**src/rtl/occ_pkg.sv**
```systemverilog
// shared types, constants and tables of the orbit camera controller
package occ_pkg;

   // fixed field widths
   localparam int POS_W   = 16;
   localparam int EYE_W   = 25;
   localparam int DIST_W  = 24;
   localparam int ELEV_W  = 23;
   localparam int ASTEP_W = 20;
   localparam int ZSTEP_W = 16;
   localparam int EMAX_W  = 22;

   // datapath widths
   localparam int CW = 34;          // cordic x, y, z and multiplicand width
   localparam int MW = 27;          // multiplier operand width, one bit per cycle
   localparam int PW = CW + MW;     // full product width

   localparam logic signed [CW-1:0] CORDIC_GAIN = 34'sd652032874;

   // configuration port
   localparam int CSR_IDX_W  = 3;
   localparam int CSR_DATA_W = 24;
   localparam logic [CSR_IDX_W-1:0] REG_ANGLE_STEP   = 3'd0;
   localparam logic [CSR_IDX_W-1:0] REG_ZOOM_STEP    = 3'd1;
   localparam logic [CSR_IDX_W-1:0] REG_ELEVATION_MAX = 3'd2;
   localparam logic [CSR_IDX_W-1:0] REG_ELEVATION_MIN = 3'd3;
   localparam logic [CSR_IDX_W-1:0] REG_DISTANCE_MIN = 3'd4;

   // event codes
   localparam logic OP_BUTTON = 1'b0;
   localparam logic OP_MOVE   = 1'b1;
   localparam logic [1:0] BTN_LEFT  = 2'd0;
   localparam logic [1:0] BTN_RIGHT = 2'd2;

   localparam logic [DIST_W-1:0] DIST_RESET = 24'd327680;

   typedef enum logic [3:0] {
      S_IDLE,
      S_DIR_MUL,
      S_ELEV_MUL,
      S_FAC_MUL,
      S_DIST_MUL,
      S_COS_A,
      S_COS_E,
      S_R_MUL,
      S_X_MUL,
      S_Y_MUL,
      S_Z_MUL,
      S_FIN
   } state_type;

   // atan(2^-i) in 2^-32 turn units
   function automatic logic [31:0] atan_turn(input logic [4:0] idx);
      logic [31:0] v;
      case (idx)
         5'd0:  v = 32'd536870912;
         5'd1:  v = 32'd316933406;
         5'd2:  v = 32'd167458907;
         5'd3:  v = 32'd85004756;
         5'd4:  v = 32'd42667331;
         5'd5:  v = 32'd21354465;
         5'd6:  v = 32'd10679838;
         5'd7:  v = 32'd5340245;
         5'd8:  v = 32'd2670163;
         5'd9:  v = 32'd1335087;
         5'd10: v = 32'd667544;
         5'd11: v = 32'd333772;
         5'd12: v = 32'd166886;
         5'd13: v = 32'd83443;
         5'd14: v = 32'd41722;
         5'd15: v = 32'd20861;
         5'd16: v = 32'd10430;
         5'd17: v = 32'd5215;
         5'd18: v = 32'd2608;
         5'd19: v = 32'd1304;
         5'd20: v = 32'd652;
         5'd21: v = 32'd326;
         5'd22: v = 32'd163;
         5'd23: v = 32'd81;
         5'd24: v = 32'd41;
         5'd25: v = 32'd20;
         5'd26: v = 32'd10;
         5'd27: v = 32'd5;
         5'd28: v = 32'd3;
         5'd29: v = 32'd1;
         5'd30: v = 32'd1;
         default: v = 32'd0;
      endcase
      return v;
   endfunction

endpackage

```
**src/rtl/occ_req_if.sv**
```systemverilog
// pointer event channel
interface occ_req_if;
   logic valid;
   logic ready;
   logic op;
   logic [1:0] button;
   logic pressed;
   logic signed [occ_pkg::POS_W-1:0] pos_x;
   logic signed [occ_pkg::POS_W-1:0] pos_y;

   modport source(output valid, op, button, pressed, pos_x, pos_y, input ready);
   modport sink(input valid, op, button, pressed, pos_x, pos_y, output ready);
endinterface

```
**src/rtl/occ_rsp_if.sv**
```systemverilog
// eye position result channel
interface occ_rsp_if;
   logic valid;
   logic ready;
   logic signed [occ_pkg::EYE_W-1:0] eye_x;
   logic signed [occ_pkg::EYE_W-1:0] eye_y;
   logic signed [occ_pkg::EYE_W-1:0] eye_z;

   modport source(output valid, eye_x, eye_y, eye_z, input ready);
   modport sink(input valid, eye_x, eye_y, eye_z, output ready);
endinterface

```
**src/rtl/occ_csr_if.sv**
```systemverilog
// configuration register write channel
interface occ_csr_if;
   logic valid;
   logic ready;
   logic [occ_pkg::CSR_IDX_W-1:0] index;
   logic [occ_pkg::CSR_DATA_W-1:0] data;

   modport source(output valid, index, data, input ready);
   modport sink(input valid, index, data, output ready);
endinterface

```
**src/rtl/occ_mul.sv**
```systemverilog
// bit-serial signed multiplier, one multiplier bit per cycle
module occ_mul (
   input  logic clock,
   input  logic reset,
   input  logic start,
   input  logic signed [occ_pkg::CW-1:0] a,
   input  logic signed [occ_pkg::MW-1:0] b,
   output logic done,
   output logic signed [occ_pkg::PW-1:0] p
);
   localparam int CNT_W = $clog2(occ_pkg::MW);

   logic busy_ff, busy_in;
   logic done_ff, done_in;
   logic [CNT_W-1:0] cnt_ff, cnt_in;
   logic signed [occ_pkg::PW-1:0] a_ff, a_in;
   logic signed [occ_pkg::MW-1:0] b_ff, b_in;
   logic signed [occ_pkg::PW-1:0] acc_ff, acc_in;
   logic last;

   assign last = (cnt_ff == CNT_W'(occ_pkg::MW - 1));

   always_comb begin
      busy_in = busy_ff;
      done_in = 1'b0;
      cnt_in  = cnt_ff;
      a_in    = a_ff;
      b_in    = b_ff;
      acc_in  = acc_ff;
      if (start) begin
         busy_in = 1'b1;
         cnt_in  = '0;
         a_in    = occ_pkg::PW'(a);
         b_in    = b;
         acc_in  = '0;
      end else if (busy_ff) begin
         // sign bit of the multiplier carries negative weight
         if (b_ff[0]) begin
            acc_in = last ? acc_ff - a_ff : acc_ff + a_ff;
         end
         a_in   = a_ff <<< 1;
         b_in   = b_ff >>> 1;
         cnt_in = cnt_ff + CNT_W'(1);
         if (last) begin
            busy_in = 1'b0;
            done_in = 1'b1;
         end
      end
   end

   always_ff @(posedge clock) begin
      if (reset) begin
         busy_ff <= 1'b0;
         done_ff <= 1'b0;
         cnt_ff  <= '0;
      end else begin
         busy_ff <= busy_in;
         done_ff <= done_in;
         cnt_ff  <= cnt_in;
      end
      a_ff   <= a_in;
      b_ff   <= b_in;
      acc_ff <= acc_in;
   end

   assign done = done_ff;
   assign p    = acc_ff;

`ifndef ASSERT_OFF
   a_no_restart: assert property (@(posedge clock) disable iff (reset)
      start |-> !busy_ff) else $error("multiplier started while busy");
   a_done_ends: assert property (@(posedge clock) disable iff (reset)
      done_ff |-> !busy_ff) else $error("multiplier done while still busy");
   a_done_pulse: assert property (@(posedge clock) disable iff (reset)
      done_ff |=> !done_ff) else $error("multiplier done held");
`endif
endmodule

```
**src/rtl/occ_cordic.sv**
```systemverilog
// iterative cordic, one rotation per cycle, gives cos and sin in q30
module occ_cordic #(
   parameter int CORDIC_STEPS = 20
) (
   input  logic clock,
   input  logic reset,
   input  logic start,
   input  logic [31:0] angle,
   output logic done,
   output logic signed [occ_pkg::CW-1:0] cos_out,
   output logic signed [occ_pkg::CW-1:0] sin_out
);
   localparam int CNT_W = (CORDIC_STEPS > 1) ? $clog2(CORDIC_STEPS) : 1;
   localparam logic signed [occ_pkg::CW-1:0] QUARTER = 34'sd1073741824;
   localparam logic signed [occ_pkg::CW-1:0] HALF    = 34'sd2147483648;

   logic busy_ff, busy_in;
   logic done_ff, done_in;
   logic flip_ff, flip_in;
   logic [CNT_W-1:0] step_ff, step_in;
   logic signed [occ_pkg::CW-1:0] x_ff, x_in, y_ff, y_in, z_ff, z_in;
   logic signed [occ_pkg::CW-1:0] z0, at;

   always_comb begin
      z0 = occ_pkg::CW'($signed(angle));
      at = occ_pkg::CW'(occ_pkg::atan_turn(5'(step_ff)));
      busy_in = busy_ff;
      done_in = 1'b0;
      flip_in = flip_ff;
      step_in = step_ff;
      x_in = x_ff;
      y_in = y_ff;
      z_in = z_ff;
      if (start) begin
         // fold into a quarter turn either side of zero
         busy_in = 1'b1;
         step_in = '0;
         x_in = occ_pkg::CORDIC_GAIN;
         y_in = '0;
         if (z0 > QUARTER) begin
            z_in = z0 - HALF;
            flip_in = 1'b1;
         end else if (z0 < -QUARTER) begin
            z_in = z0 + HALF;
            flip_in = 1'b1;
         end else begin
            z_in = z0;
            flip_in = 1'b0;
         end
      end else if (busy_ff) begin
         if (z_ff >= 0) begin
            x_in = x_ff - (y_ff >>> step_ff);
            y_in = y_ff + (x_ff >>> step_ff);
            z_in = z_ff - at;
         end else begin
            x_in = x_ff + (y_ff >>> step_ff);
            y_in = y_ff - (x_ff >>> step_ff);
            z_in = z_ff + at;
         end
         step_in = step_ff + CNT_W'(1);
         if (step_ff == CNT_W'(CORDIC_STEPS - 1)) begin
            busy_in = 1'b0;
            done_in = 1'b1;
         end
      end
   end

   always_ff @(posedge clock) begin
      if (reset) begin
         busy_ff <= 1'b0;
         done_ff <= 1'b0;
         step_ff <= '0;
      end else begin
         busy_ff <= busy_in;
         done_ff <= done_in;
         step_ff <= step_in;
      end
      flip_ff <= flip_in;
      x_ff <= x_in;
      y_ff <= y_in;
      z_ff <= z_in;
   end

   assign done    = done_ff;
   assign cos_out = flip_ff ? -x_ff : x_ff;
   assign sin_out = flip_ff ? -y_ff : y_ff;

`ifndef ASSERT_OFF
   a_no_restart: assert property (@(posedge clock) disable iff (reset)
      start |-> !busy_ff) else $error("cordic started while busy");
   a_done_ends: assert property (@(posedge clock) disable iff (reset)
      done_ff |-> !busy_ff) else $error("cordic done while still busy");
   a_step_range: assert property (@(posedge clock) disable iff (reset)
      busy_ff |-> step_ff <= CNT_W'(CORDIC_STEPS - 1))
      else $error("cordic step count out of range");
`endif
endmodule

```
**src/rtl/orbit_camera_controller.sv**
```systemverilog
// orbit camera controller top level: event sequencer, state and result register
//
// usage
//   req_bus carries pointer events: a button transaction (op 0) sets or clears
//   the rotate flag (left) or zoom flag (right) and latches the position on a
//   press; a move transaction (op 1) rotates and/or zooms by the pixel delta
//   and recomputes the eye position. every request gives one rsp_bus
//   transaction with the eye position in signed q8.16. csr_bus writes the five
//   configuration registers by index; the user must write them only while the
//   block is idle, which the block itself does not enforce; its ready is always high.
// sequencing
//   a button transaction goes straight to finish. a move runs the direction and
//   elevation multiplies when rotating and the factor and distance multiplies
//   when zooming, then the shared cordic (one rotation per cycle) for both
//   angles, then the r, x, y and z multiplies. the bit-serial multiplier sets
//   most of the time, the cordic the rest. one request is worked on at a time.
// reset
//   synchronous, active high: angles zero, distance 5.0, flags clear, eye
//   (0, 0, 5.0), registers at their defaults; no clearing pass.
// stall
//   the result waits in an output register; a new request is taken while it
//   waits, and the one after it holds in finish until rsp_bus drains.
module orbit_camera_controller #(
   parameter int ANGLE_BITS   = 24,
   parameter int CORDIC_STEPS = 20
) (
   input  logic clock,
   input  logic reset,
   occ_req_if.sink   req_bus,
   occ_rsp_if.source rsp_bus,
   occ_csr_if.sink   csr_bus
);
   localparam int CW = occ_pkg::CW;
   localparam int MW = occ_pkg::MW;
   localparam int PW = occ_pkg::PW;
   localparam int EW = occ_pkg::EYE_W;
   localparam int DW = occ_pkg::DIST_W;
   localparam int LW = occ_pkg::ELEV_W;
   localparam int DXW = occ_pkg::POS_W + 1;
   localparam int FW = 34;   // zoom factor width

   // configuration registers
   logic [occ_pkg::ASTEP_W-1:0] astep_ff;
   logic [occ_pkg::ZSTEP_W-1:0] zstep_ff;
   logic [occ_pkg::EMAX_W-1:0]  emax_ff;
   logic signed [LW-1:0]        emin_ff;
   logic [DW-1:0]               dmin_ff;

   // camera state
   occ_pkg::state_type state_ff, state_in;
   logic launch_ff, launch_in;
   logic rot_ff, zoom_ff;
   logic [ANGLE_BITS-1:0] dir_ff;
   logic signed [LW-1:0] elev_ff;
   logic [DW-1:0] dist_ff;
   logic signed [occ_pkg::POS_W-1:0] prev_x_ff, prev_y_ff;
   logic signed [DXW-1:0] dx_ff, dy_ff;
   logic signed [FW-1:0] factor_ff;
   logic signed [CW-1:0] ca_ff, sa_ff, ce_ff, se_ff;
   logic signed [MW-1:0] r_ff;
   logic signed [EW-1:0] eye_x_ff, eye_y_ff, eye_z_ff;

   // result register
   logic rsp_valid_ff, rsp_valid_in;
   logic signed [EW-1:0] rsp_x_ff, rsp_y_ff, rsp_z_ff;

   // shared units
   logic mul_start, mul_done;
   logic signed [CW-1:0] mul_a;
   logic signed [MW-1:0] mul_b;
   logic signed [PW-1:0] mul_p;
   logic cor_start, cor_done;
   logic [31:0] cor_angle;
   logic signed [CW-1:0] cor_cos, cor_sin;

   logic req_take, mul_state, cor_state, unit_done, fin_go;

   // derived values
   logic signed [PW-1:0] q30_p, elev_sum, elev_max, elev_hi, elev_lo, dist_round;
   logic signed [PW-1:0] eye_val;
   logic [31:0] dir_turn, elev_turn;

   occ_mul u_mul (
      .clock(clock), .reset(reset), .start(mul_start), .a(mul_a), .b(mul_b),
      .done(mul_done), .p(mul_p)
   );

   occ_cordic #(.CORDIC_STEPS(CORDIC_STEPS)) u_cordic (
      .clock(clock), .reset(reset), .start(cor_start), .angle(cor_angle),
      .done(cor_done), .cos_out(cor_cos), .sin_out(cor_sin)
   );

   assign req_bus.ready = (state_ff == occ_pkg::S_IDLE);
   assign req_take      = req_bus.valid && req_bus.ready;
   assign csr_bus.ready = 1'b1;

   assign rsp_bus.valid = rsp_valid_ff;
   assign rsp_bus.eye_x = rsp_x_ff;
   assign rsp_bus.eye_y = rsp_y_ff;
   assign rsp_bus.eye_z = rsp_z_ff;

   // angles widened to 32-bit turn units
   assign dir_turn  = 32'(dir_ff) << (32 - ANGLE_BITS);
   assign elev_turn = 32'(elev_ff) << (32 - ANGLE_BITS);

   assign mul_state = (state_ff == occ_pkg::S_DIR_MUL) || (state_ff == occ_pkg::S_ELEV_MUL)
      || (state_ff == occ_pkg::S_FAC_MUL) || (state_ff == occ_pkg::S_DIST_MUL)
      || (state_ff == occ_pkg::S_R_MUL) || (state_ff == occ_pkg::S_X_MUL)
      || (state_ff == occ_pkg::S_Y_MUL) || (state_ff == occ_pkg::S_Z_MUL);
   assign cor_state = (state_ff == occ_pkg::S_COS_A) || (state_ff == occ_pkg::S_COS_E);
   assign unit_done  = (mul_state && mul_done) || (cor_state && cor_done);
   assign fin_go     = (state_ff == occ_pkg::S_FIN) && (!rsp_valid_ff || rsp_bus.ready);

   // next state
   always_comb begin
      state_in = state_ff;
      unique case (state_ff)
         occ_pkg::S_IDLE: begin
            if (req_take) begin
               if (req_bus.op == occ_pkg::OP_MOVE) begin
                  state_in = rot_ff ? occ_pkg::S_DIR_MUL
                           : zoom_ff ? occ_pkg::S_FAC_MUL : occ_pkg::S_COS_A;
               end else begin
                  state_in = occ_pkg::S_FIN;
               end
            end
         end
         occ_pkg::S_DIR_MUL:  if (unit_done) state_in = occ_pkg::S_ELEV_MUL;
         occ_pkg::S_ELEV_MUL: if (unit_done) begin
            state_in = zoom_ff ? occ_pkg::S_FAC_MUL : occ_pkg::S_COS_A;
         end
         occ_pkg::S_FAC_MUL:  if (unit_done) state_in = occ_pkg::S_DIST_MUL;
         occ_pkg::S_DIST_MUL: if (unit_done) state_in = occ_pkg::S_COS_A;
         occ_pkg::S_COS_A:    if (unit_done) state_in = occ_pkg::S_COS_E;
         occ_pkg::S_COS_E:    if (unit_done) state_in = occ_pkg::S_R_MUL;
         occ_pkg::S_R_MUL:    if (unit_done) state_in = occ_pkg::S_X_MUL;
         occ_pkg::S_X_MUL:    if (unit_done) state_in = occ_pkg::S_Y_MUL;
         occ_pkg::S_Y_MUL:    if (unit_done) state_in = occ_pkg::S_Z_MUL;
         occ_pkg::S_Z_MUL:    if (unit_done) state_in = occ_pkg::S_FIN;
         occ_pkg::S_FIN:      if (fin_go) state_in = occ_pkg::S_IDLE;
         default:             state_in = occ_pkg::S_IDLE;
      endcase
   end

   // unit launch and operand selection
   always_comb begin
      mul_start = mul_state && !launch_ff;
      cor_start = cor_state && !launch_ff;
      launch_in = (state_in != state_ff) ? 1'b0 : (launch_ff || mul_start || cor_start);
      mul_a     = '0;
      mul_b     = '0;
      cor_angle = dir_turn;
      unique case (state_ff)
         occ_pkg::S_DIR_MUL: begin
            mul_a = CW'(dx_ff);
            mul_b = MW'(astep_ff);
         end
         occ_pkg::S_ELEV_MUL: begin
            mul_a = CW'(dy_ff);
            mul_b = MW'(astep_ff);
         end
         occ_pkg::S_FAC_MUL: begin
            mul_a = CW'(dy_ff);
            mul_b = MW'(zstep_ff);
         end
         occ_pkg::S_DIST_MUL: begin
            mul_a = CW'(factor_ff);
            mul_b = MW'(dist_ff);
         end
         occ_pkg::S_COS_E: cor_angle = elev_turn;
         occ_pkg::S_R_MUL: begin
            mul_a = ce_ff;
            mul_b = MW'(dist_ff);
         end
         occ_pkg::S_X_MUL: begin
            mul_a = sa_ff;
            mul_b = r_ff;
         end
         occ_pkg::S_Y_MUL: begin
            mul_a = se_ff;
            mul_b = MW'(dist_ff);
         end
         occ_pkg::S_Z_MUL: begin
            mul_a = ca_ff;
            mul_b = r_ff;
         end
         default: begin
         end
      endcase
   end

   // arithmetic on a finished product
   always_comb begin
      // q30 product rounded half up
      q30_p = (mul_p + PW'(64'sd536870912)) >>> 30;
      // elevation: limit to max first, then raise to min, compared signed
      elev_max = PW'($signed({1'b0, emax_ff}));
      elev_sum = PW'(elev_ff) + mul_p;
      elev_hi  = (elev_sum > elev_max) ? elev_max : elev_sum;
      elev_lo  = (elev_hi < PW'(emin_ff)) ? PW'(emin_ff) : elev_hi;
      // zoomed distance, rounded, saturated, floored at the minimum
      dist_round = (mul_p + PW'(64'sd32768)) >>> 16;
      // eye x is negated
      eye_val = (state_ff == occ_pkg::S_X_MUL) ? -q30_p : q30_p;
   end

   function automatic logic signed [EW-1:0] sat_eye(input logic signed [PW-1:0] v);
      logic signed [EW-1:0] r;
      if (v > PW'(64'sd16777215)) r = EW'(25'sd16777215);
      else if (v < PW'(-64'sd16777216)) r = EW'(-25'sd16777216);
      else r = EW'(v);
      return r;
   endfunction

   always_comb begin
      rsp_valid_in = rsp_valid_ff;
      if (rsp_valid_ff && rsp_bus.ready) rsp_valid_in = 1'b0;
      if (fin_go) rsp_valid_in = 1'b1;
   end

   // control registers
   always_ff @(posedge clock) begin
      if (reset) begin
         state_ff     <= occ_pkg::S_IDLE;
         launch_ff    <= 1'b0;
         rsp_valid_ff <= 1'b0;
      end else begin
         state_ff     <= state_in;
         launch_ff    <= launch_in;
         rsp_valid_ff <= rsp_valid_in;
      end
   end

   // configuration writes
   always_ff @(posedge clock) begin
      if (reset) begin
         astep_ff <= 20'd21361;
         zstep_ff <= 16'd197;
         emax_ff  <= 22'd4005316;
         emin_ff  <= -23'sd4005316;
         dmin_ff  <= 24'd65536;
      end else if (csr_bus.valid && csr_bus.ready) begin
         unique case (csr_bus.index)
            occ_pkg::REG_ANGLE_STEP:    astep_ff <= csr_bus.data[occ_pkg::ASTEP_W-1:0];
            occ_pkg::REG_ZOOM_STEP:     zstep_ff <= csr_bus.data[occ_pkg::ZSTEP_W-1:0];
            occ_pkg::REG_ELEVATION_MAX: emax_ff  <= csr_bus.data[occ_pkg::EMAX_W-1:0];
            occ_pkg::REG_ELEVATION_MIN: emin_ff  <= csr_bus.data[LW-1:0];
            occ_pkg::REG_DISTANCE_MIN:  dmin_ff  <= csr_bus.data[DW-1:0];
            default: begin
            end
         endcase
      end
   end

   // camera state and flags
   always_ff @(posedge clock) begin
      if (reset) begin
         rot_ff    <= 1'b0;
         zoom_ff   <= 1'b0;
         prev_x_ff <= '0;
         prev_y_ff <= '0;
         dir_ff    <= '0;
         elev_ff   <= '0;
         dist_ff   <= occ_pkg::DIST_RESET;
         eye_x_ff  <= '0;
         eye_y_ff  <= '0;
         eye_z_ff  <= EW'(occ_pkg::DIST_RESET);
      end else begin
         if (req_take) begin
            if (req_bus.op == occ_pkg::OP_MOVE) begin
               prev_x_ff <= req_bus.pos_x;
               prev_y_ff <= req_bus.pos_y;
            end else if (req_bus.button == occ_pkg::BTN_LEFT
                         || req_bus.button == occ_pkg::BTN_RIGHT) begin
               if (req_bus.pressed) begin
                  prev_x_ff <= req_bus.pos_x;
                  prev_y_ff <= req_bus.pos_y;
               end
               if (req_bus.button == occ_pkg::BTN_LEFT) rot_ff <= req_bus.pressed;
               else zoom_ff <= req_bus.pressed;
            end
         end
         if (unit_done) begin
            case (state_ff)
               occ_pkg::S_DIR_MUL:  dir_ff  <= dir_ff + mul_p[ANGLE_BITS-1:0];
               occ_pkg::S_ELEV_MUL: elev_ff <= elev_lo[LW-1:0];
               occ_pkg::S_DIST_MUL: begin
                  if (mul_p < 0) dist_ff <= dmin_ff;
                  else if (dist_round > PW'(64'sd16777215)) dist_ff <= '1;
                  else if (dist_round < PW'(dmin_ff)) dist_ff <= dmin_ff;
                  else dist_ff <= dist_round[DW-1:0];
               end
               occ_pkg::S_X_MUL: eye_x_ff <= sat_eye(eye_val);
               occ_pkg::S_Y_MUL: eye_y_ff <= sat_eye(eye_val);
               occ_pkg::S_Z_MUL: eye_z_ff <= sat_eye(eye_val);
               default: begin
               end
            endcase
         end
      end
   end

   // working registers, no reset needed
   always_ff @(posedge clock) begin
      if (req_take) begin
         dx_ff <= DXW'(req_bus.pos_x) - DXW'(prev_x_ff);
         dy_ff <= DXW'(req_bus.pos_y) - DXW'(prev_y_ff);
      end
      if (unit_done) begin
         case (state_ff)
            occ_pkg::S_FAC_MUL: factor_ff <= FW'(64'sd65536) + FW'(mul_p);
            occ_pkg::S_COS_A: begin
               ca_ff <= cor_cos;
               sa_ff <= cor_sin;
            end
            occ_pkg::S_COS_E: begin
               ce_ff <= cor_cos;
               se_ff <= cor_sin;
            end
            occ_pkg::S_R_MUL: r_ff <= q30_p[MW-1:0];
            default: begin
            end
         endcase
      end
      if (fin_go) begin
         rsp_x_ff <= eye_x_ff;
         rsp_y_ff <= eye_y_ff;
         rsp_z_ff <= eye_z_ff;
      end
   end

`ifndef ASSERT_OFF
   a_take_leaves_idle: assert property (@(posedge clock) disable iff (reset)
      req_take |=> state_ff != occ_pkg::S_IDLE) else $error("request taken but block idle");
   a_rsp_from_fin: assert property (@(posedge clock) disable iff (reset)
      $rose(rsp_valid_ff) |-> $past(state_ff == occ_pkg::S_FIN))
      else $error("result raised outside finish");
   a_one_unit: assert property (@(posedge clock) disable iff (reset)
      !(mul_start && cor_start)) else $error("both units launched at once");
   a_dist_floor: assert property (@(posedge clock) disable iff (reset)
      (state_ff == occ_pkg::S_DIST_MUL && unit_done) |=> dist_ff >= dmin_ff)
      else $error("distance below minimum after zoom");
`endif
endmodule
```
**src/flat_wrapper.sv**
```systemverilog
// flat-port wrapper written by rule: the top's interface ports become plain ports
module orbit_camera_controller_flat 
#(
   parameter int ANGLE_BITS   = 24,
   parameter int CORDIC_STEPS = 20
)
  (clock, reset, req_bus_valid, req_bus_op, req_bus_button, req_bus_pressed, req_bus_pos_x, req_bus_pos_y, req_bus_ready, rsp_bus_valid, rsp_bus_eye_x, rsp_bus_eye_y, rsp_bus_eye_z, rsp_bus_ready, csr_bus_valid, csr_bus_index, csr_bus_data, csr_bus_ready);
  occ_req_if req_bus_i ();
  occ_rsp_if rsp_bus_i ();
  occ_csr_if csr_bus_i ();
  input  logic clock;
  input  logic reset;
  input wire logic [$bits(req_bus_i.valid)-1:0] req_bus_valid;
  input wire logic [$bits(req_bus_i.op)-1:0] req_bus_op;
  input wire logic [$bits(req_bus_i.button)-1:0] req_bus_button;
  input wire logic [$bits(req_bus_i.pressed)-1:0] req_bus_pressed;
  input wire logic [$bits(req_bus_i.pos_x)-1:0] req_bus_pos_x;
  input wire logic [$bits(req_bus_i.pos_y)-1:0] req_bus_pos_y;
  output wire logic [$bits(req_bus_i.ready)-1:0] req_bus_ready;
  output wire logic [$bits(rsp_bus_i.valid)-1:0] rsp_bus_valid;
  output wire logic [$bits(rsp_bus_i.eye_x)-1:0] rsp_bus_eye_x;
  output wire logic [$bits(rsp_bus_i.eye_y)-1:0] rsp_bus_eye_y;
  output wire logic [$bits(rsp_bus_i.eye_z)-1:0] rsp_bus_eye_z;
  input wire logic [$bits(rsp_bus_i.ready)-1:0] rsp_bus_ready;
  input wire logic [$bits(csr_bus_i.valid)-1:0] csr_bus_valid;
  input wire logic [$bits(csr_bus_i.index)-1:0] csr_bus_index;
  input wire logic [$bits(csr_bus_i.data)-1:0] csr_bus_data;
  output wire logic [$bits(csr_bus_i.ready)-1:0] csr_bus_ready;
  assign req_bus_i.valid = req_bus_valid;
  assign req_bus_i.op = req_bus_op;
  assign req_bus_i.button = req_bus_button;
  assign req_bus_i.pressed = req_bus_pressed;
  assign req_bus_i.pos_x = req_bus_pos_x;
  assign req_bus_i.pos_y = req_bus_pos_y;
  assign req_bus_ready = req_bus_i.ready;
  assign rsp_bus_valid = rsp_bus_i.valid;
  assign rsp_bus_eye_x = rsp_bus_i.eye_x;
  assign rsp_bus_eye_y = rsp_bus_i.eye_y;
  assign rsp_bus_eye_z = rsp_bus_i.eye_z;
  assign rsp_bus_i.ready = rsp_bus_ready;
  assign csr_bus_i.valid = csr_bus_valid;
  assign csr_bus_i.index = csr_bus_index;
  assign csr_bus_i.data = csr_bus_data;
  assign csr_bus_ready = csr_bus_i.ready;
  orbit_camera_controller #(.ANGLE_BITS(ANGLE_BITS), .CORDIC_STEPS(CORDIC_STEPS)) u_core (.clock(clock), .reset(reset), .req_bus(req_bus_i), .rsp_bus(rsp_bus_i), .csr_bus(csr_bus_i));
endmodule
```
**config.mk**
```make
export PLATFORM = sky130hd
export DESIGN_NAME = orbit_camera_controller_flat
export DESIGN_NICKNAME = d
export VERILOG_FILES = /design/src/rtl/occ_pkg.sv /design/src/rtl/occ_req_if.sv /design/src/rtl/occ_rsp_if.sv /design/src/rtl/occ_csr_if.sv /design/src/rtl/occ_mul.sv /design/src/rtl/occ_cordic.sv /design/src/rtl/orbit_camera_controller.sv /design/src/flat_wrapper.sv
export SDC_FILE = /design/constraint.sdc
export NUM_CORES = 2
export LEC_CHECK = 0
export ABC_AREA = 1
export BUFFER_PORTS_ARGS = -buffer_cell sky130_fd_sc_hd__buf_2
export CAP_MARGIN = 10
export CORE_MARGIN = 5
export CORE_UTILIZATION = 53
export CTS_BUF_LIST = sky130_fd_sc_hd__clkbuf_16
export CTS_CLUSTER_SIZE = 16
export DETAILED_ROUTE_END_ITERATION = 8
export PLACE_DENSITY = 0.69
export RECOVER_POWER = 100
export SLEW_MARGIN = 20
export SYNTH_ARGS = -nofsm -noshare
export SYNTH_HDL_FRONTEND = slang
export SYNTH_SLANG_ARGS = --single-unit
```
**constraint.sdc**
```tcl
create_clock -name clock -period 7.3 [get_ports clock]
set_input_delay 0.73 -clock clock [delete_from_list [all_inputs] [get_ports clock]]
set_output_delay 0.73 -clock clock [all_outputs]
set_load 0.005 [all_outputs]
```
==> impl.org <==
** Power and ir drop
- For this design the total switching power over the nets is 0.01269 W.
- Net switching is 47.97% of the power.
- Internal power :: 0.01376 W
- Logic pwr share :: 53.3%
- Clk network pwr share :: 18.9%
- VDD sags by at most 0.2964 mV.
- Summed over all cells, the static leakage comes to 32.55 nW.
- Sequential cells account for 27.8% of the total power.
- Power per unit of standard cell area :: 382.2 nW/um^2

** Final layout
- The multi-input combinational cells in the finished layout cover a total of 35200 um^2.
- Sequential cell area in the final layout :: 22180 um^2
- Fraction of final layout cells sized beyond drive strength 1 :: 4.772%
- Count of filler cells inserted in the layout :: 11900
- Net count reported at finish :: 9464
- From synthesis to final layout, the design area changed by 8.438%.
- Utilization after layout :: 57.77%

** Logic synthesis
- The number of nets handed over by synthesis was 9399.
- Yosys attributes the largest share of cell area to edfxtp_1 20%, dfxtp_1 15%, nand2_1 11%.
- In the synthesized netlist, the number of instances is 8924.
- In this run, synthesis inferred 429 flip-flops with an integrated enable.
- Register area share after synthesis :: 34.73%
- The mapped netlist covers 63830 um^2.
- Counting instances in the post-synthesis netlist gives the leading cell types as 1841 x nand2_1, 1341 x inv_1, 932 x nor2_1, 764 x a21oi_1, 690 x o21ai_0.
- Fraction of synthesis flops using an asynchronous set or reset pin :: 0%
- Portion of synthesized cell area occupied by the leading cell type :: 20.18%
- Most instantiated library cell after synthesis :: nand2_1
- Each instance of the synthesized netlist takes up on average 7.153 um^2.
- Number of distinct standard cells referenced by the synthesized netlist :: 74
- Top FF cell, synth :: dfxtp_1
- Number of warnings issued by yosys :: 0
- Top cell type by total area after synthesis :: edfxtp_1
- Synthesis-stage register bit count :: 893

** STA
- Final number of max-transition violations :: 929
- Timing would allow up to 146.9 MHz.
- Hold Violations, Final :: 0
- For the pin with the worst max-slew slack, the measured transition is 4.123 ns.
- Setup repair after global routing left no endpoint under its margin.
- In this run the tightest slew margin relative to its limit is -174.8%.
- The clock period could shrink to 6.806 ns.
- Share of the cycle needed by the critical path after routing :: 93.24%
- Adding up every negative setup slack in the final design gives 0 ns.
- Total setup violations reported at the end of the flow :: 0
- Clock skew on the completed layout was measured at 0.03560 ns.

** Floorplanning
- The region available for standard cell placement spans 119800 um^2.
- Io pins :: 146
- Die width :: 357.0 um
- Measured along the y axis, the die boundary spans 357.0 um.
- In this run the core area contains 127 standard-cell rows.
- Area of the die :: 127500 um^2
- Starting utilization of the core area :: 53.28%

** Critical path
- Nature of the critical path startpoint :: register
- At the worst endpoint, the arrival time is 7.31 ns.
- Along the worst path, the maximum fanout reaches 18.
- STA classifies the critical path endpoint as a register.
- In this design, the stage delay of the slowest critical-path cell is 0.69 ns.
- CP dominant cell by count :: nor2_1
- Worst Path Required :: 7.80 ns
- Path type of the worst setup path :: reg2reg
- Slowest cell on crit path :: clkbuf_1

** Clock tree
- The root buffer cell chosen for the clock tree is clkbuf_16.
- Buffer levels on the longest clock path :: 3
- After clock tree synthesis, the clock-pin slew on the worst setup and hold paths is 0.06 ns.
- Buffers added to address setup during post-CTS repair amount to 0.
- Clock insertion delay at the later pin of the skew report :: 0.72 ns
- Total clock sinks :: 893
- Number of buffers created by CTS :: 98
- Htree depth :: 3
- For this design, the CTS-stage hold fixing added 0 buffers.
- TritonCTS clock tree :: done
- Cells resized by post-CTS repair :: 0

** Place
- The congestion estimate from routability-driven global placement came to 1.012.
- HPWL after detailed placement :: 179200 um
- During placement, the flow inserted port buffers numbering 144.

** Status
- Result of the run :: complete, but fails checks
- The final reports fail on max-capacitance violations, max-slew violations.

** Run
- Across the run, the number of max-cap violations was 20.

** Routing
- The count of nets left with antenna violations once routing finished came out at 0.
- DRC marker count from the first detailed-route iteration :: 5614
- After detailed routing, the number of remaining DRC violations is 0.
- The first detailed-routing pass took 7 iterations.
- Sum of routed wire length over all layers :: 224900 um
- Dividing the detail-routed via count by the number of cells gives 5.665.
- Vias post-DR :: 60540
- Post-DR wirelength/cell :: 21.05 um

** GRT
- The first global-routing pass estimated 339200 um of wire.
- Pin count of the biggest net entering global routing :: 133
- Initial antenna violation count :: 3
- Number of global-route vias before repair :: 57680
- All-Layer GR Usage :: 34.36%
- GR Overflow Total :: 0

** Hold path
- In this run the worst hold path is classified as in2reg.
state kept, by name, summed over array words and instances, names as in the netlist, 27 cells and up:
register,count
u_core.se_ff,34
u_core.sa_ff,34
u_core.u_cordic.z_ff,34
u_core.u_mul.b_ff,27
u_core.factor_ff,34
u_core.u_cordic.at,30
u_core.r_ff,27
u_core.u_mul.p,61
u_core.u_cordic.y_ff,34
u_core.u_cordic.x_ff,34
u_core.u_mul.a_ff,61
u_core.ca_ff,34
u_core.ce_ff,34
through the flow:
step / total power (W) / setup WS, ns / cells / hold WS, ns / cell area [um^2]
global route: 0.02826 / 0.002589 / 10690 / 0.2597 / 69220
floorplan: 0.01690 / 1.029 / 8924 / 0.4030 / 63830
finish: 0.02645 / 0.4935 / 10690 / 0.2556 / 69220
global placement: 0.02123 / 0.6211 / 10500 / 0.4097 / 66350
CTS: 0.02641 / 0.4199 / 10690 / 0.2088 / 69590
detailed placement: 0.02137 / 0.4602 / 10500 / 0.4139 / 66370
routing by layer:
layer  wire [um]  share of wire, %  GRT usage, %  vias up
li1            -                 -             -    29590
met2      104300                46         57.87     2168
met5           0                 0             0        -
met4       12950               5.8         16.96        0
met1       94290                42         44.06    28260
met3       13410               6.0         3.758      531
layout by cell type (no fill, tap or decap), types with 11 or more instances in the layout:
master / Yosys / final
o2111ai_1: 11 / 11
or2_2: 19 / 19
o21ai_1: 98 / 32
nor2_2: 17 / 18
a21o_1: 11 / 11
clkbuf_16: 0 / 101
o211ai_1: 64 / 64
xnor2_1: 90 / 90
o21a_1: 26 / 26
dfxtp_1: 464 / 463
clkinv_1: 8 / 32
o21ai_2: 21 / 19
edfxtp_1: 429 / 429
clkbuf_1: 225 / 88
mux2i_1: 65 / 65
buf_2: 20 / 95
o21bai_1: 20 / 20
a221oi_1: 54 / 54
inv_1: 1341 / 1366
inv_2: 31 / 23
nand3b_1: 25 / 25
a22o_1: 11 / 11
nand3_1: 300 / 300
a22oi_1: 14 / 14
nor4_1: 38 / 38
o22ai_1: 15 / 15
buf_4: 10 / 69
nor3_2: 12 / 11
clkinv_2: 0 / 13
a21oi_1: 764 / 764
nor3_1: 121 / 122
xor2_1: 407 / 410
o21ai_0: 690 / 758
a21boi_0: 10 / 12
nand2_1: 1841 / 1842
a31oi_1: 79 / 79
ha_1: 399 / 399
nand4_1: 75 / 76
nor2_1: 932 / 928
power groups by stage:
stage | clock network [W] | registers, W | logic, W
floorplan | 0 | 0.00708 | 0.00981
global placement | 0 | 0.00742 | 0.0138
detailed placement | 0 | 0.00743 | 0.0139
CTS | 0.00507 | 0.00733 | 0.0140
global route | 0.00527 | 0.00743 | 0.0156
finish | 0.00500 | 0.00736 | 0.0141
worst paths after layout:
path                            slack (ns)                        to  depth (start not counted)                 from
worst max-delay path                  0.49        u_core.dist_ff[16]                         25   u_core.u_mul.p[16]
worst min-delay path                  0.26       u_core.prev_y_ff[4]                          3     req_bus_pos_y[4]
worst max register to register        0.49        u_core.dist_ff[16]                         25   u_core.u_mul.p[16]
worst min register to register        0.41  u_core.rsp_bus.eye_x[21]                          0  u_core.eye_x_ff[21]
critical path, delay by kind of cell, from the launching register on:
kind,cells,cell delay [ns]
XOR/XNOR,1,0.55
adder cells (fa/ha/maj),2,0.67
buffers and inverters,6,2.14
flip-flops,1,0.34
AND/OR/NAND/NOR,10,1.74
AO/OA/AOI/OAI,6,1.11
final cells by class:
| cell class | instances | area share (%) |
|---|---|---|
| inverter | 1380 | 7.485 |
| clock inverter | 84 | 1.009 |
| clock buffer | 101 | 3.651 |
| multi-input combinational | 6356 | 50.86 |
| sequential | 893 | 32.04 |
| timing repair buffer | 260 | 2.041 |
| antenna | 1 | 0.003615 |
| tap | 1612 | 2.914 |
cell families (layout without fill, tap and decap cells):
logic type | count (synthesis) | in the layout | share of synthesized area, %
compound gates | 1952 | 1952 | 16.98
xor+xnor | 500 | 500 | 6.896
fa+ha+maj | 407 | 407 | 8.072
buf+inv | 1675 | 1825 | 10.08
flops | 893 | 893 | 34.73
mux | 65 | 65 | 1.019
other cells | 1 | 2 | 0.005875
simple gates | 3431 | 3431 | 22.21
Note: power is estimated with default switching activity, not from simulation.
